===== src/sv/lr_pkg.sv =====
// Shared types and constants for the line rasterizer.
// Depends on nothing; used by the channel interfaces, controller, datapath and top level.
package lr_pkg;

    localparam int COORD_W    = 14;
    localparam int DEPTH_W    = 15;
    localparam int PITCH_W    = 14;
    localparam int OFFS_W     = 20;
    localparam int ADDR_W     = 32;
    localparam int COLOR_W    = 32;
    localparam int CFG_IDX_W  = 2;
    localparam int CFG_DATA_W = 32;

    // y*pitch fits 28 bits signed; one spare bit
    localparam int YBASE_W = 29;
    // Bresenham error term, covers +/- twice the largest span
    localparam int ERR_W   = 17;
    // |depth|*0xFFFF/10 fits 28 bits
    localparam int SHADE_W = 28;

    // 0xFFFF/10 = 6553 remainder 5, so n*0xFFFF/10 = n*6553 + n/2 exactly
    localparam int SHADE_MUL = 6553;

    typedef logic signed [COORD_W-1:0] t_coord;
    typedef logic signed [DEPTH_W-1:0] t_depth;
    typedef logic [CFG_IDX_W-1:0]      t_cfg_idx;

    localparam t_cfg_idx REG_ROW_PITCH     = 2'd0;
    localparam t_cfg_idx REG_BASE_COLOR    = 2'd1;
    localparam t_cfg_idx REG_ORIGIN_OFFSET = 2'd2;

    localparam logic [PITCH_W-1:0] ROW_PITCH_RST     = 14'd1024;
    localparam logic [COLOR_W-1:0] BASE_COLOR_RST    = 32'h00FF_FFFF;
    localparam logic [OFFS_W-1:0]  ORIGIN_OFFSET_RST = 20'd135300;

    // controller -> datapath
    typedef struct packed {
        logic load;   // capture a request
        logic setup;  // derive spans, steps, row base and shade
        logic step;   // emit one pixel and advance the walk
    } t_lr_cmd;

    // datapath -> controller
    typedef struct packed {
        logic last;      // current pixel is the final one of the line
        logic out_room;  // output register can take a pixel this cycle
    } t_lr_sts;

endpackage


===== src/sv/lr_req_if.sv =====
// Line request channel: valid/ready handshake with end points and depth.
// Depends on lr_pkg for the field types.
interface lr_req_if;
    logic          valid;
    logic          ready;
    lr_pkg::t_coord x_start;
    lr_pkg::t_coord y_start;
    lr_pkg::t_coord x_end;
    lr_pkg::t_coord y_end;
    lr_pkg::t_depth depth;

    modport source (output valid, output x_start, output y_start, output x_end,
                    output y_end, output depth, input ready);
    modport sink   (input valid, input x_start, input y_start, input x_end,
                    input y_end, input depth, output ready);
endinterface


===== src/sv/lr_pix_if.sv =====
// Pixel result channel: valid/ready handshake with address, color and flags.
// Depends on lr_pkg for the field widths.
interface lr_pix_if;
    logic                               valid;
    logic                               ready;
    logic signed [lr_pkg::ADDR_W-1:0]   pixel_address;
    logic        [lr_pkg::COLOR_W-1:0]  pixel_color;
    logic                               write_enable;
    logic                               last_pixel;
    logic                               clipped;

    modport source (output valid, output pixel_address, output pixel_color,
                    output write_enable, output last_pixel, output clipped, input ready);
    modport sink   (input valid, input pixel_address, input pixel_color,
                    input write_enable, input last_pixel, input clipped, output ready);
endinterface


===== src/sv/lr_ctrl.sv =====
// Line rasterizer controller: request handshake and walk sequencing.
// Depends on lr_pkg for the command and status structs.
module lr_ctrl (
    input  logic            i_clk,
    input  logic            i_rst_n,
    input  logic            i_req_valid,
    output logic            o_req_ready,
    input  lr_pkg::t_lr_sts i_sts,
    output lr_pkg::t_lr_cmd o_cmd
);

    localparam logic [1:0] ST_IDLE  = 2'd0;
    localparam logic [1:0] ST_SETUP = 2'd1;
    localparam logic [1:0] ST_WALK  = 2'd2;

    logic [1:0] r_state;
    logic [1:0] n_state;

    always_comb begin
        n_state     = r_state;
        o_cmd       = '0;
        o_req_ready = 1'b0;
        case (r_state)
            ST_IDLE: begin
                o_req_ready = 1'b1;
                if (i_req_valid) begin
                    o_cmd.load = 1'b1;
                    n_state    = ST_SETUP;
                end
            end
            ST_SETUP: begin
                o_cmd.setup = 1'b1;
                n_state     = ST_WALK;
            end
            ST_WALK: begin
                // hold while the output register is full and not being drained
                if (i_sts.out_room) begin
                    o_cmd.step = 1'b1;
                    if (i_sts.last) begin
                        n_state = ST_IDLE;
                    end
                end
            end
            default: begin
                n_state = ST_IDLE;
            end
        endcase
    end

    always_ff @(posedge i_clk) begin
        if (!i_rst_n) begin
            r_state <= ST_IDLE;
        end else begin
            r_state <= n_state;
        end
    end

endmodule


===== src/sv/lr_dp.sv =====
// Line rasterizer datapath: configuration registers, Bresenham walker,
// address and shade arithmetic, output register. Depends on lr_pkg.
module lr_dp #(
    parameter int MAX_SPAN = 63
) (
    input  logic                                  i_clk,
    input  logic                                  i_rst_n,
    input  logic                                  i_cfg_we,
    input  lr_pkg::t_cfg_idx                      i_cfg_idx,
    input  logic [lr_pkg::CFG_DATA_W-1:0]         i_cfg_data,
    input  lr_pkg::t_coord                        i_x_start,
    input  lr_pkg::t_coord                        i_y_start,
    input  lr_pkg::t_coord                        i_x_end,
    input  lr_pkg::t_coord                        i_y_end,
    input  lr_pkg::t_depth                        i_depth,
    input  lr_pkg::t_lr_cmd                       i_cmd,
    output lr_pkg::t_lr_sts                       o_sts,
    input  logic                                  i_out_ready,
    output logic                                  o_out_valid,
    output logic signed [lr_pkg::ADDR_W-1:0]      o_pixel_address,
    output logic        [lr_pkg::COLOR_W-1:0]     o_pixel_color,
    output logic                                  o_write_enable,
    output logic                                  o_last_pixel,
    output logic                                  o_clipped
);

    localparam int CW = (MAX_SPAN < 2) ? 1 : $clog2(MAX_SPAN + 1);
    localparam int CORD_W = lr_pkg::COORD_W;
    localparam int WSUM_W = lr_pkg::OFFS_W + 2;

    // configuration
    logic [lr_pkg::PITCH_W-1:0]  r_row_pitch;
    logic [lr_pkg::COLOR_W-1:0]  r_base_color;
    logic [lr_pkg::OFFS_W-1:0]   r_origin_offset;

    // request and walk state
    lr_pkg::t_coord               r_x;
    lr_pkg::t_coord               r_y;
    lr_pkg::t_coord               r_xe;
    lr_pkg::t_coord               r_ye;
    lr_pkg::t_depth               r_z;
    logic                         r_zneg;
    logic [CORD_W-1:0]            r_major;
    logic [CORD_W-1:0]            r_minor;
    logic                         r_xmajor;
    logic                         r_sx_neg;
    logic                         r_sy_neg;
    logic                         r_clip;
    logic [CW-1:0]                r_cnt;
    logic [CW-1:0]                r_last_idx;
    logic signed [lr_pkg::ERR_W-1:0]   r_err;
    logic signed [lr_pkg::YBASE_W-1:0] r_ybase;
    logic [lr_pkg::SHADE_W-1:0]   r_shade;

    // output register
    logic                         r_ovalid;
    logic signed [lr_pkg::ADDR_W-1:0] r_o_addr;
    logic [lr_pkg::COLOR_W-1:0]   r_o_color;
    logic                         r_o_we;
    logic                         r_o_last;
    logic                         r_o_clip;

    // setup terms
    logic signed [CORD_W:0]       w_dx;
    logic signed [CORD_W:0]       w_dy;
    logic [CORD_W-1:0]            w_ex;
    logic [CORD_W-1:0]            w_ey;
    logic                         w_xmajor;
    logic [CORD_W-1:0]            w_span;
    logic                         w_clip;
    logic signed [CORD_W:0]       w_pitch_s;
    logic [lr_pkg::DEPTH_W-1:0]   w_az;

    // walk terms
    logic signed [lr_pkg::ERR_W-1:0]   w_e1;
    logic signed [lr_pkg::ERR_W-1:0]   w_e2;
    logic                         w_minor_step;
    logic                         w_x_moves;
    logic                         w_y_moves;
    logic signed [lr_pkg::YBASE_W-1:0] w_pitch_yb;
    logic signed [WSUM_W-1:0]     w_wsum;
    logic                         w_last;

    assign w_dx = {r_xe[CORD_W-1], r_xe} - {r_x[CORD_W-1], r_x};
    assign w_dy = {r_ye[CORD_W-1], r_ye} - {r_y[CORD_W-1], r_y};
    assign w_ex = w_dx[CORD_W] ? CORD_W'(-w_dx) : w_dx[CORD_W-1:0];
    assign w_ey = w_dy[CORD_W] ? CORD_W'(-w_dy) : w_dy[CORD_W-1:0];
    assign w_xmajor = (w_ex >= w_ey);
    assign w_span   = w_xmajor ? w_ex : w_ey;
    assign w_clip   = (w_span > CORD_W'(MAX_SPAN));
    assign w_pitch_s = {1'b0, r_row_pitch};
    assign w_az = r_z[lr_pkg::DEPTH_W-1] ? lr_pkg::DEPTH_W'(-r_z) : r_z;

    assign w_e1 = r_err - {2'b00, r_minor, 1'b0};
    assign w_minor_step = w_e1[lr_pkg::ERR_W-1];
    assign w_e2 = w_minor_step ? (w_e1 + {2'b00, r_major, 1'b0}) : w_e1;
    assign w_x_moves = r_xmajor | w_minor_step;
    assign w_y_moves = !r_xmajor | w_minor_step;
    assign w_pitch_yb = lr_pkg::YBASE_W'({1'b0, r_row_pitch});
    assign w_wsum = WSUM_W'(r_x) + WSUM_W'(r_y) + WSUM_W'(r_origin_offset);
    assign w_last = (r_cnt == r_last_idx);

    assign o_sts.last     = w_last;
    assign o_sts.out_room = !r_ovalid || i_out_ready;

    always_ff @(posedge i_clk) begin
        if (!i_rst_n) begin
            r_row_pitch     <= lr_pkg::ROW_PITCH_RST;
            r_base_color    <= lr_pkg::BASE_COLOR_RST;
            r_origin_offset <= lr_pkg::ORIGIN_OFFSET_RST;
        end else if (i_cfg_we) begin
            case (i_cfg_idx)
                lr_pkg::REG_ROW_PITCH: begin
                    r_row_pitch <= i_cfg_data[lr_pkg::PITCH_W-1:0];
                end
                lr_pkg::REG_BASE_COLOR: begin
                    r_base_color <= i_cfg_data[lr_pkg::COLOR_W-1:0];
                end
                lr_pkg::REG_ORIGIN_OFFSET: begin
                    r_origin_offset <= i_cfg_data[lr_pkg::OFFS_W-1:0];
                end
                default: begin
                    // no register at this index: drop the write
                end
            endcase
        end
    end

    always_ff @(posedge i_clk) begin
        if (i_cmd.load) begin
            r_x  <= i_x_start;
            r_y  <= i_y_start;
            r_xe <= i_x_end;
            r_ye <= i_y_end;
            r_z  <= i_depth;
        end else if (i_cmd.setup) begin
            r_zneg     <= r_z[lr_pkg::DEPTH_W-1];
            r_xmajor   <= w_xmajor;
            r_major    <= w_span;
            r_minor    <= w_xmajor ? w_ey : w_ex;
            r_sx_neg   <= w_dx[CORD_W] || (w_dx == '0);
            r_sy_neg   <= w_dy[CORD_W] || (w_dy == '0);
            r_clip     <= w_clip;
            r_cnt      <= '0;
            r_last_idx <= w_clip ? CW'(MAX_SPAN) : w_span[CW-1:0];
            r_err      <= lr_pkg::ERR_W'(w_span);
            r_ybase    <= r_y * w_pitch_s;
            r_shade    <= lr_pkg::SHADE_W'(w_az) * lr_pkg::SHADE_W'(lr_pkg::SHADE_MUL)
                          + lr_pkg::SHADE_W'(w_az >> 1);
        end else if (i_cmd.step) begin
            r_cnt <= r_cnt + CW'(1);
            r_err <= w_e2;
            if (w_x_moves) begin
                r_x <= r_sx_neg ? (r_x - CORD_W'(1)) : (r_x + CORD_W'(1));
            end
            if (w_y_moves) begin
                r_y     <= r_sy_neg ? (r_y - CORD_W'(1)) : (r_y + CORD_W'(1));
                r_ybase <= r_sy_neg ? (r_ybase - w_pitch_yb) : (r_ybase + w_pitch_yb);
            end
        end
    end

    always_ff @(posedge i_clk) begin
        if (!i_rst_n) begin
            r_ovalid <= 1'b0;
        end else if (i_cmd.step) begin
            r_ovalid <= 1'b1;
        end else if (i_out_ready) begin
            r_ovalid <= 1'b0;
        end
    end

    always_ff @(posedge i_clk) begin
        if (i_cmd.step) begin
            r_o_addr  <= lr_pkg::ADDR_W'(r_x) + lr_pkg::ADDR_W'(r_origin_offset)
                         + lr_pkg::ADDR_W'(r_ybase);
            // shade is truncated toward zero, so apply it by the depth sign
            r_o_color <= r_zneg ? (r_base_color + lr_pkg::COLOR_W'(r_shade))
                                : (r_base_color - lr_pkg::COLOR_W'(r_shade));
            r_o_we    <= !w_wsum[WSUM_W-1];
            r_o_last  <= w_last;
            r_o_clip  <= w_last && r_clip;
        end
    end

    assign o_out_valid     = r_ovalid;
    assign o_pixel_address = r_o_addr;
    assign o_pixel_color   = r_o_color;
    assign o_write_enable  = r_o_we;
    assign o_last_pixel    = r_o_last;
    assign o_clipped       = r_o_clip;

endmodule


===== src/sv/line_rasterizer_top.sv =====
// Line rasterizer top level: controller plus datapath behind two handshake channels.
// Depends on lr_pkg, lr_req_if, lr_pix_if, lr_ctrl and lr_dp.
//
//   channel   | dir | handshake      | carries
//   ----------+-----+----------------+------------------------------------------------
//   i_req     | in  | valid/ready    | x_start, y_start, x_end, y_end, depth
//   o_pix     | out | valid/ready    | pixel_address, pixel_color, write_enable,
//             |     |                | last_pixel, clipped
//   i_cfg_*   | in  | write enable   | row_pitch, base_color, origin_offset by index
//
// A request is captured, then set up (two multipliers: y times pitch and the depth
// shade), then walked one pixel per cycle while the output register has room.
// The walker advances only when the output register is empty or being drained,
// so a stalled sink holds the walk. Requests are taken only between lines.
// Reset is synchronous: configuration returns to its defaults, no request is active.
module line_rasterizer_top #(
    parameter int MAX_SPAN = 63
) (
    input  logic                              i_clk,
    input  logic                              i_rst_n,
    input  logic                              i_cfg_we,
    input  logic [lr_pkg::CFG_IDX_W-1:0]      i_cfg_idx,
    input  logic [lr_pkg::CFG_DATA_W-1:0]     i_cfg_data,
    lr_req_if.sink                            i_req,
    lr_pix_if.source                          o_pix
);

    lr_pkg::t_lr_cmd w_cmd;
    lr_pkg::t_lr_sts w_sts;
    logic            w_req_ready;

    lr_ctrl u_ctrl (
        .i_clk       (i_clk),
        .i_rst_n     (i_rst_n),
        .i_req_valid (i_req.valid),
        .o_req_ready (w_req_ready),
        .i_sts       (w_sts),
        .o_cmd       (w_cmd)
    );

    assign i_req.ready = w_req_ready;

    lr_dp #(
        .MAX_SPAN (MAX_SPAN)
    ) u_dp (
        .i_clk           (i_clk),
        .i_rst_n         (i_rst_n),
        .i_cfg_we        (i_cfg_we),
        .i_cfg_idx       (i_cfg_idx),
        .i_cfg_data      (i_cfg_data),
        .i_x_start       (i_req.x_start),
        .i_y_start       (i_req.y_start),
        .i_x_end         (i_req.x_end),
        .i_y_end         (i_req.y_end),
        .i_depth         (i_req.depth),
        .i_cmd           (w_cmd),
        .o_sts           (w_sts),
        .i_out_ready     (o_pix.ready),
        .o_out_valid     (o_pix.valid),
        .o_pixel_address (o_pix.pixel_address),
        .o_pixel_color   (o_pix.pixel_color),
        .o_write_enable  (o_pix.write_enable),
        .o_last_pixel    (o_pix.last_pixel),
        .o_clipped       (o_pix.clipped)
    );

endmodule

===== src/flat_wrapper.sv =====
// flat-port wrapper written by rule: the top's interface ports become plain ports
module line_rasterizer_top_flat 
#(
    parameter int MAX_SPAN = 63
)
  (i_clk, i_rst_n, i_cfg_we, i_cfg_idx, i_cfg_data, i_req_valid, i_req_x_start, i_req_y_start, i_req_x_end, i_req_y_end, i_req_depth, i_req_ready, o_pix_valid, o_pix_pixel_address, o_pix_pixel_color, o_pix_write_enable, o_pix_last_pixel, o_pix_clipped, o_pix_ready);
  lr_req_if i_req_i ();
  lr_pix_if o_pix_i ();
  input  logic i_clk;
  input  logic i_rst_n;
  input  logic i_cfg_we;
  input  logic [lr_pkg::CFG_IDX_W-1:0] i_cfg_idx;
  input  logic [lr_pkg::CFG_DATA_W-1:0] i_cfg_data;
  input wire logic [$bits(i_req_i.valid)-1:0] i_req_valid;
  input wire logic [$bits(i_req_i.x_start)-1:0] i_req_x_start;
  input wire logic [$bits(i_req_i.y_start)-1:0] i_req_y_start;
  input wire logic [$bits(i_req_i.x_end)-1:0] i_req_x_end;
  input wire logic [$bits(i_req_i.y_end)-1:0] i_req_y_end;
  input wire logic [$bits(i_req_i.depth)-1:0] i_req_depth;
  output wire logic [$bits(i_req_i.ready)-1:0] i_req_ready;
  output wire logic [$bits(o_pix_i.valid)-1:0] o_pix_valid;
  output wire logic [$bits(o_pix_i.pixel_address)-1:0] o_pix_pixel_address;
  output wire logic [$bits(o_pix_i.pixel_color)-1:0] o_pix_pixel_color;
  output wire logic [$bits(o_pix_i.write_enable)-1:0] o_pix_write_enable;
  output wire logic [$bits(o_pix_i.last_pixel)-1:0] o_pix_last_pixel;
  output wire logic [$bits(o_pix_i.clipped)-1:0] o_pix_clipped;
  input wire logic [$bits(o_pix_i.ready)-1:0] o_pix_ready;
  assign i_req_i.valid = i_req_valid;
  assign i_req_i.x_start = i_req_x_start;
  assign i_req_i.y_start = i_req_y_start;
  assign i_req_i.x_end = i_req_x_end;
  assign i_req_i.y_end = i_req_y_end;
  assign i_req_i.depth = i_req_depth;
  assign i_req_ready = i_req_i.ready;
  assign o_pix_valid = o_pix_i.valid;
  assign o_pix_pixel_address = o_pix_i.pixel_address;
  assign o_pix_pixel_color = o_pix_i.pixel_color;
  assign o_pix_write_enable = o_pix_i.write_enable;
  assign o_pix_last_pixel = o_pix_i.last_pixel;
  assign o_pix_clipped = o_pix_i.clipped;
  assign o_pix_i.ready = o_pix_ready;
  line_rasterizer_top #(.MAX_SPAN(MAX_SPAN)) u_core (.i_clk(i_clk), .i_rst_n(i_rst_n), .i_cfg_we(i_cfg_we), .i_cfg_idx(i_cfg_idx), .i_cfg_data(i_cfg_data), .i_req(i_req_i), .o_pix(o_pix_i));
endmodule

===== config.mk =====
export PLATFORM = sky130hd
export DESIGN_NAME = line_rasterizer_top_flat
export DESIGN_NICKNAME = d
export VERILOG_FILES = /design/src/sv/lr_pkg.sv /design/src/sv/lr_req_if.sv /design/src/sv/lr_pix_if.sv /design/src/sv/lr_ctrl.sv /design/src/sv/lr_dp.sv /design/src/sv/line_rasterizer_top.sv /design/src/flat_wrapper.sv
export SDC_FILE = /design/constraint.sdc
export NUM_CORES = 2
export LEC_CHECK = 0
export ABC_AREA = 1
export BUFFER_PORTS_ARGS = -buffer_cell sky130_fd_sc_hd__buf_2
export CELL_PAD_IN_SITES_DETAIL_PLACEMENT = 0
export CELL_PAD_IN_SITES_GLOBAL_PLACEMENT = 1
export CORE_MARGIN = 5
export CORE_UTILIZATION = 44
export DETAILED_ROUTE_END_ITERATION = 10
export PLACE_DENSITY_LB_ADDON = 0.05
export SYNTH_ARGS = -nofsm -noshare
export SYNTH_HDL_FRONTEND = slang
export SYNTH_SLANG_ARGS = --single-unit

===== constraint.sdc =====
create_clock -name i_clk -period 6.1 [get_ports i_clk]
set_input_delay 1.83 -clock i_clk [delete_from_list [all_inputs] [get_ports i_clk]]
set_output_delay 1.83 -clock i_clk [all_outputs]
set_load 0.01 [all_outputs]

==> summary.md <==
| Metric | Value |
|---|---|
| Status | `finished, final reports clean` |
| Starting Density | `44.4%` |
| Die area | `0.0853 mm2` |
| Hold EP | `u_core.u_dp.r_base_color[20]$_SDFFE_PN1P_` |
| Hold_buf cts | `0` |
| Ys Warns | `0` |
| Final ANT Viol Nets | `0` |
| TritonCTS clock tree | `built` |
| Final nets | `~5,400` |
| Initial DRC count | `~1,700` |
| Synth async-reset ratio | `0%` |
| Hold path depth | `2` |
| Initial antenna violation count | `7` |
| Final worst slack | `0.214 ns` |
| Mapped Avg Cell Area | `around 8 um2` |
| WP data arrival | `6.23 ns` |
| R2R Path End | `u_core.u_dp.r_ybase[28]$_DFFE_PP_` |
| Placement Setup Slack | `-0.0939 ns` |
| Clock Pin Slew Worst Setup and Hold Paths | `around 0.06 ns` |
| First-pass GRT wire length | `162,000 um` |
| Setup violators final | `0` |
| Top cells by count, synth | `nand2_1, inv_1, ha_1, a21oi_1, nor2_1` |
| Least-Margin Pin Slew | `1.08 ns` |
| Req. time, crit path | `6.44 ns` |
| Area of the mapped netlist | `roughly 0.035 mm2` |
| Area leader, netlist | `edfxtp_1` |
| Area Overhead vs Synth | `14.4%` |
| Fin crit share | `96.5%` |
| Global placement routability congestion | `0.917` |
| Root cell of the clock tree | `clkbuf_16` |
| Hold crit path type | `reg2reg` |
| Reg2reg path depth | `23` |
| Top_reg_cell synth | `edfxtp_1` |
| Vias in the first global route | `28,800` |
| Layout cells sized above 1 | `12.2%` |
| Post-Syn Instances | `about 4,300` |
| Worst Path Max Fanout | `7` |
| Worst-Skew Late Latency | `0.60 ns` |
| Share of the synthesized area in the top cell type | `21.8%` |
| Max Clock Skew | `0.0246 ns` |
| WHS | `around 0.47 ns` |
| EDFF count, synth | `254` |
| Count of final max-slew check failures | `0` |
| Synth area leaders | `edfxtp_1, ha_1, fa_1` |
| Setup crit start kind | `register` |
| Hold Crit Start | `u_core.u_dp.r_base_color[20]$_SDFFE_PN1P_` |
| Detailed Route WL | `105,000 um` |
| Core ar. | `0.0789 mm2` |
| FF-to-FF Start | `u_core.u_dp.r_y[7]$_DFFE_PP_` |
| Synth cell types | `56` |
| Buffers on Ports | `178` |
| Critical Setup Path Class | `reg2reg` |
| Via Count | `29,300` |
| # rows | `103` |
| Tot GR Track Use | `24.0%` |
| Post-Syn Nets | `5,135` |
| #FFs+latches synth | `about 320` |
| Reg-to-reg slack, setup | `0.21 ns` |
| Max-capacitance violation count | `0` |
| Clock tree buffer depth | `3` |
| Num CTS Buffers | `44` |
| Die width | `292 um` |
| Rel. slew slack | `26.9%` |
| Number of iterations in the first detailed-routing pass | `5` |
| DRC | `0` |
| Die Y | `between 200 and 300 um` |
| Pin count of the biggest net entering global routing | `81` |
| Sequential area share after synthesis | `25.7%` |
| Critical Path Sink Type | `register` |
| Fmax | `0.170 GHz` |
| DP Wirelength | `between 80,000 and 90,000 um` |
| Total grt overflow | `0` |
| RSZ-0062 raised after global routing | `yes` |
| I/O pin count | `179` |
| Post-layout min period | `5.89 ns` |
| Vias per inst | `5.14` |
| Final Core Density | `50.8%` |
| H-tree level count | `2` |
| CTS sink count | `approximately 320` |
| WL/cell | `approximately 18 um` |
| Top-count cell post-synth | `nand2_1` |
| Fin Setup TNS | `0 ns` |
| Final hold vios | `0` |
cell families (layout without fill, tap and decap cells):
group	after synthesis	count (layout)	synth area share [%]
other cells	0	1	0
compound gates	693	693	10.8
simple gates	1541	1541	18.4
mux	1	1	0.0322
buf+inv	864	1187	9.37
flops	323	323	25.7
fa+ha+maj	698	698	30.4
xor+xnor	207	207	5.20
cell type report:
class / instances / area (um2)
Fill cell: 7878 / 38800
Inverter: 777 / 2920
Multi-Input combinational cell: 3140 / 23300
Clock buffer: 60 / 1230
Tap cell: 1050 / 1310
Sequential cell: 323 / 9010
Clock inverter: 21 / 248
Timing Repair Buffer: 329 / 2050
Antenna cell: 1 / 2.50
critical path: stages (launching register included):
cell and delay [ns]:
edfxtp_1 0.44, buf_4 0.24, nand2_1 0.10, fa_1 0.54, inv_1 0.05, fa_1 0.44, fa_1 0.57, fa_1 0.44
fa_1 0.55, inv_1 0.06, fa_1 0.53, inv_1 0.04, ha_1 0.35, a21oi_2 0.20, o21ai_0 0.10, a21oi_1 0.18
o21ai_2 0.10, a21oi_1 0.21, inv_1 0.10, nand3_1 0.08, nand2_1 0.06, xnor2_1 0.13, nand2_1 0.06, nand2_1 0.05
cells in the final DEF (no fill, tap or decap), types with 9 or more instances in the layout:
master / instances
a21o_1: 22
inv_1: 759
dfxtp_1: 69
buf_2: 178
o21ai_1: 15
nor2_1: 261
edfxtp_1: 254
nand4_1: 38
a21oi_1: 272
clkbuf_16: 45
o21ai_0: 249
ha_4: 20
xor2_1: 135
o21bai_1: 17
o21ai_2: 11
nand2_1: 898
nand3_2: 11
buf_4: 149
a31oi_1: 27
fa_1: 253
or2_2: 16
o21a_1: 12
nand3_1: 194
nor3_1: 52
a21oi_2: 27
clkbuf_1: 10
clkinv_2: 9
ha_1: 423
inv_2: 14
xnor2_1: 67
nand2_2: 29
worst max-delay path by stage:
stage / from / depth (start not counted) / to / slack, ns
3_3_place_gp: u_core.u_dp.r_z[1]$_DFFE_PP_ / 32 / u_core.u_dp.r_shade[27]$_DFFE_PP_ / 0.03
2_1_floorplan: u_core.u_dp.r_y[13]$_DFFE_PP_ / 22 / u_core.u_dp.r_ybase[22]$_DFFE_PP_ / 0.09
5_1_grt: u_core.u_dp.r_z[0]$_DFFE_PP_ / 32 / u_core.u_dp.r_shade[27]$_DFFE_PP_ / -0.07
6_report: u_core.u_dp.r_y[7]$_DFFE_PP_ / 23 / u_core.u_dp.r_ybase[28]$_DFFE_PP_ / 0.21
4_1_cts: u_core.u_dp.r_z[1]$_DFFE_PP_ / 27 / u_core.u_dp.r_shade[20]$_DFFE_PP_ / 0.01
3_5_place_dp: u_core.u_dp.r_z[0]$_DFFE_PP_ / 32 / u_core.u_dp.r_shade[27]$_DFFE_PP_ / -0.09
flip-flops by register name (all words and copies together), names as in the netlist, 2 cells and up:
name / cells
u_core.u_dp.r_minor: 14
u_core.u_dp.r_y: 14
u_core.u_dp.r_ye: 14
u_core.u_dp.r_ybase: 29
u_core.u_dp.r_shade: 28
u_core.u_dp.r_last_idx: 6
u_core.u_dp.r_origin_offset: 20
u_core.u_dp.r_major: 14
u_core.u_dp.r_row_pitch: 14
u_core.u_dp.r_x: 14
u_core.u_dp.o_pixel_color: 32
u_core.u_ctrl.r_state: 2
u_core.u_dp.r_base_color: 32
u_core.u_dp.r_err: 16
u_core.u_dp.o_pixel_address: 30
u_core.u_dp.r_cnt: 6
u_core.u_dp.r_z: 15
u_core.u_dp.r_xe: 14
through the flow:
step / area, um2 / std cells
after floorplan: 35000 / 4327
after global placement: 37900 / 5600
after detailed placement: 37900 / 5600
after CTS: 39400 / 5681
after global routing: 40000 / 5700
final: 40000 / 5701
per-layer routing:
metal / vias up / wire (um) / global-route usage, %
li1: 14700 / - / -
met1: 13800 / 50400 / 35.3
met2: 715 / 44900 / 36.4
met3: 142 / 7490 / 5.37
met4: 8 / 2260 / 5.16
met5: - / 53 / 0
repair_timing:
action | CTS | global route
endpoints found under the setup margin | 8 | 33
resized for setup | 5 | 98
buffers inserted | 0 | 19
pin swaps | 1 | 57
Power is not shown: default switching activity piles up to over one toggle a cycle in this logic, so the estimate is an artifact.
